$ cat src/rtl/core/pli_pkg.sv
// Shared types and constants for the piecewise linear interpolator.
// No dependencies; imported by every module of the block.
package pli_pkg;

    // Field widths
    localparam int VAL_W      = 32;
    localparam int IDX_W      = 9;
    localparam int SEG_W      = 9;
    localparam int PIU_W      = 10;
    localparam int CFG_IDX_W  = 1;
    localparam int CFG_DATA_W = 10;
    localparam int PROD_W     = 2 * VAL_W;

    // Default table depth
    localparam int MAX_POINTS_DEF = 512;

    // Item kinds
    localparam logic KIND_LOAD  = 1'b0;
    localparam logic KIND_QUERY = 1'b1;

    // Configuration register indexes
    localparam logic [CFG_IDX_W-1:0] CFG_POINTS = 1'b0;
    localparam logic [CFG_IDX_W-1:0] CFG_EXTRAP = 1'b1;

    typedef struct packed {
        logic                    kind;
        logic [IDX_W-1:0]        entry_index;
        logic signed [VAL_W-1:0] point_x;
        logic signed [VAL_W-1:0] point_y;
        logic signed [VAL_W-1:0] query_x;
    } in_item_t;

    typedef struct packed {
        logic signed [VAL_W-1:0] result_y;
        logic [SEG_W-1:0]        segment;
        logic                    zero_span;
        logic                    saturated;
    } out_item_t;

endpackage

$ cat src/rtl/core/pli_div.sv
// Restoring divider, one quotient bit per cycle, 64-bit by 32-bit unsigned.
// Depends on pli_pkg.
module pli_div (
    input  logic                        clk,
    input  logic                        rst_n,
    input  logic                        start,
    input  logic [pli_pkg::PROD_W-1:0]  dividend,
    input  logic [pli_pkg::VAL_W-1:0]   divisor,
    output logic                        done,
    output logic [pli_pkg::PROD_W-1:0]  quotient
);
    import pli_pkg::*;

    localparam int CNT_W = $clog2(PROD_W);

    logic                run_reg,  run_next;
    logic                done_reg, done_next;
    logic [CNT_W-1:0]    cnt_reg,  cnt_next;
    logic [VAL_W-1:0]    rem_reg,  rem_next;
    logic [PROD_W-1:0]   quo_reg,  quo_next;
    logic [VAL_W-1:0]    dvs_reg,  dvs_next;
    logic [VAL_W:0]      shifted;
    logic [VAL_W:0]      diff;
    logic                ge;

    // One trial subtract per cycle
    assign shifted = {rem_reg, quo_reg[PROD_W-1]};
    assign ge      = shifted >= {1'b0, dvs_reg};
    assign diff    = shifted - {1'b0, dvs_reg};

    always_comb
    begin
        run_next  = run_reg;
        done_next = 1'b0;
        cnt_next  = cnt_reg;
        rem_next  = rem_reg;
        quo_next  = quo_reg;
        dvs_next  = dvs_reg;
        if (start)
        begin
            run_next = 1'b1;
            cnt_next = CNT_W'(PROD_W - 1);
            rem_next = '0;
            quo_next = dividend;
            dvs_next = divisor;
        end
        else if (run_reg)
        begin
            rem_next = ge ? diff[VAL_W-1:0] : shifted[VAL_W-1:0];
            quo_next = {quo_reg[PROD_W-2:0], ge};
            cnt_next = cnt_reg - CNT_W'(1);
            if (cnt_reg == '0)
            begin
                run_next  = 1'b0;
                done_next = 1'b1;
            end
        end
    end

    // Control state
    always_ff @(posedge clk or negedge rst_n)
    begin
        if (!rst_n)
        begin
            run_reg  <= 1'b0;
            done_reg <= 1'b0;
            cnt_reg  <= '0;
        end
        else
        begin
            run_reg  <= run_next;
            done_reg <= done_next;
            cnt_reg  <= cnt_next;
        end
    end

    // Datapath
    always_ff @(posedge clk)
    begin
        rem_reg <= rem_next;
        quo_reg <= quo_next;
        dvs_reg <= dvs_next;
    end

    assign done     = done_reg;
    assign quotient = quo_reg;

endmodule

$ cat config.mk
export PLATFORM = sky130hd
export DESIGN_NAME = pli_div
export DESIGN_NICKNAME = d
export VERILOG_FILES = /design/src/rtl/core/pli_pkg.sv /design/src/rtl/core/pli_div.sv
export SDC_FILE = /design/constraint.sdc
export NUM_CORES = 1
export LEC_CHECK = 0
export ABC_AREA = 1
export ABC_CLOCK_PERIOD_IN_PS = 2700
export BUFFER_PORTS_ARGS = -buffer_cell sky130_fd_sc_hd__buf_4
export CELL_PAD_IN_SITES_DETAIL_PLACEMENT = 0
export CELL_PAD_IN_SITES_GLOBAL_PLACEMENT = 2
export CORE_AREA = 2 2 167 169
export CTS_CLUSTER_DIAMETER = 100
export DETAILED_ROUTE_END_ITERATION = 16
export DIE_AREA = 0 0 169 171
export PLACE_DENSITY_LB_ADDON = 0.1
export SYNTH_ARGS = -nofsm -noshare
export SYNTH_HDL_FRONTEND = slang
export SYNTH_SLANG_ARGS = --single-unit
$ cat constraint.sdc
create_clock -name clk -period 2.7 [get_ports clk]
set_input_delay 0.135 -clock clk [delete_from_list [all_inputs] [get_ports clk]]
set_output_delay 0.135 -clock clk [all_outputs]
set_load 0.02 [all_outputs]
==> qor.yml <==
timing:
  period_share_pct: 86.6
  slew_violations: 0
  period_minus_slack_ns: 2.34
  worst_pin_slew_ns: 0.664
  maxSlewHeadroom_pct: 55.8
  grt_setup_unrepaired: "no"
  max_freq_mhz: 427
  finalClockSkew_ns: 0.0132
  finalWorstSetupSlack_ns: 0.361
  finalSetupViolCount: 0
  tns_ns: 0
  hold_viol_final: 0
  whs_ns: 0.0230
place:
  post-place-ws_ns: 0.318
  placed_cell_area_um2: 9900
  port_buffers: 163
  hpwl_um: 18300
  routabilityCongestion: 0.782
route:
  wl_um: 25400
  drtPass1Iterations: 4
  vias: 7562
  postRouteAntennaNets: 0
  drc: 0
  dr.first_iter.drc_count: 299
  wl_per_cell_um: 14.6
  via_per_inst: 4.36
logic_synthesis:
  synth_warnings: 0
  synth_area_per_cell_um2: 7.44
  synth_top_area_share_pct: 34.8
  ys_types: 36
  async_reset_ff_share_pct: 5.88
  synth_top_cell_by_area: "edfxtp_1"
  syn_nets: 1247
  synth-edff-count: 96
  syn_area_um2: 8280
  synth-seq-cells: 136
  synthTopCellsByArea: "edfxtp_1 (35%), nand2_1 (24%), dfxtp_1 (7.7%), inv_1 (6.8%), ha_1 (5.1%)"
  synth-seq-area-share_pct: 45.0
  ys.flop_type: "edfxtp_1"
  syn_inst: 1113
  yosysMostFrequentCell: "nand2_1"
  yosys-top-cells-count: "nand2_1 (536), inv_1 (151), edfxtp_1 (96), nand3_1 (51), nand3b_1 (42)"
layout:
  area_growth_pct: 37.9
  largest_reg_flops: 64
  fin_area_um2: 11400
  drive_gt1_share_pct: 17.5
  fin_nets: 1507
grt:
  grt_start_max_net_pins: 65
  grt_pass1_wl_um: 41200
  first_global_vias: 7744
  overflow: 0
  grt_usage_pct: 18.2
  antenna_found_initial: 1
clocking:
  clock-sinks: 136
  cts_resized: 0
  path_clk_slew_ns: 0.07
  clk_latency_ns: 0.43
  cts_tree: "yes"
  clock-root-buffer: "clkbuf_16"
  cts.path.max_buffers: 2
  htree_levels: 4
  cts_buffers: 17
floorplan:
  num_rows: 61
  io_pins: 164
  start_util_pct: 30.3
  die_x_um: 169
  die_area_um2: 28900
  fp.coreArea_um2: 27300
  dieHeight_um: 171
critical_path:
  required_ns: 3.03
  end_kind: "register"
  max_stage_delay_ns: 0.34
  worstSetupPathType: "reg2reg"
  arrival_ns: 2.66
  ff2ff_path_depth: 15
  startpoint_type: "register"
  cpMaxStageDelayCell: "ha_1"
  worstPathMaxFanout: 16
  cp.depth: 15
  crit_buf_inv: 2
  critPathTopFamily: "simple AND/OR/NAND/NOR gates"
  worstPathCellList: "inv_1 > ha_1 > nand2_1 > nor2_1 > nand2_1 > nand3_2 > nand2_2 > nand2_4 > nand2_2 > nand2_2 > nand2_4 > buf_4 > nand3b_1 > nand3_1 > nand2_1"
job:
  drv_cap: 0
power_and_ir_drop:
  power_switching_w: 0.00166
  powerDensity_nw_per_um2: 500
  p_comb_share_pct: 16.4
  sw_frac_of_total_pct: 29.1
  peakVddDrop_mv: 0.337
  total_power_w: 0.00571
  power_frac_seq_pct: 43.1
  internal_power_w: 0.00405
  leakagePower_nw: 5.91
  pwr-share-clk_pct: 40.5
outcome:
  status: "completed"
hold_path:
  worstHoldPathCells: 3
  min_path_type: "in2reg"
## final timing paths
path                              startpoint      endpoint  slack, ns
worst min-delay path            dividend[63]  quotient[63]       0.02
max in group asynchronous              rst_n    cnt_reg[3]       2.47
worst min register to register   rem_reg[31]   rem_reg[31]       0.46
min in group asynchronous              rst_n          done       0.09
worst max-delay path              dvs_reg[3]   rem_reg[24]       0.36
worst max register to register    dvs_reg[3]   rem_reg[24]       0.36
## worst reg2reg max path, cell delays in order, from the launching register on
cell and delay [ns]:
edfxtp_1 0.32, inv_1 0.04, ha_1 0.34, nand2_1 0.15, nor2_1 0.06, nand2_1 0.08, nand3_2 0.12, nand2_2 0.10
nand2_4 0.08, nand2_2 0.08, nand2_2 0.08, nand2_4 0.24, buf_4 0.27, nand3b_1 0.14, nand3_1 0.10, nand2_1 0.05
## repair_timing
action                                 in CTS  in global routing
hold buffers                               95                  0
endpoints found under the hold margin     102                  0
buffers inserted                            0                  0
## per-layer routing
layer / vias to the layer above / routed length [um] / GRT usage, %
li1: 3972 / - / -
met1: 3441 / 11800 / 23.3
met2: 135 / 11900 / 31.3
met3: 14 / 1500 / 4.60
met4: 0 / 193 / 3.46
met5: - / 0 / 0
## cells in the final DEF (no fill, tap or decap), types with 32 or more instances in the layout
cell / n
nand3b_1: 42
nand3_1: 51
dlygate4sd3_1: 95
nand2_1: 536
edfxtp_1: 96
inv_1: 150
dfxtp_1: 32
nor2_1: 37
ha_1: 34
buf_4: 174
## cell families after synthesis
| group | Yosys count | share of synthesized area, % |
|---|---|---|
| AND/OR/NAND/NOR | 709 | 36.8 |
| buffers and inverters | 189 | 9.40 |
| flip-flops | 136 | 45.0 |
| adder cells (fa/ha/maj) | 35 | 5.38 |
| AO/OA/AOI/OAI | 30 | 1.95 |
| XOR/XNOR | 14 | 1.48 |
## area by class of cell
cell class | count | area, um^2
antenna | 1 | 2.50
clock inverter | 14 | 134
inverter | 158 | 593
fill | 2909 | 15900
sequential | 136 | 3720
timing repair buffer | 272 | 2320
tap | 346 | 433
multi-input combinational | 788 | 3780
clock buffer | 18 | 429
## power groups by stage
stage	clock network [W]	logic (W)	registers [W]
floorplan	0	0.000344	0.00260
global placement	0	0.000844	0.00250
global route	0.00246	0.00104	0.00248
CTS	0.00239	0.000951	0.00246
finish	0.00231	0.000936	0.00246
detailed placement	0	0.000841	0.00250
## per-stage QoR
| step | std cells | util (%) |
|---|---|---|
| floorplan | 1113 | - |
| global placement | 1605 | 36.2 |
| detailed placement | 1605 | 36.2 |
| CTS | 1732 | 41.8 |
| global route | 1733 | 41.8 |
| finish | 1733 | 41.8 |
No activity file was read; power rests on OpenSTA's default activity.
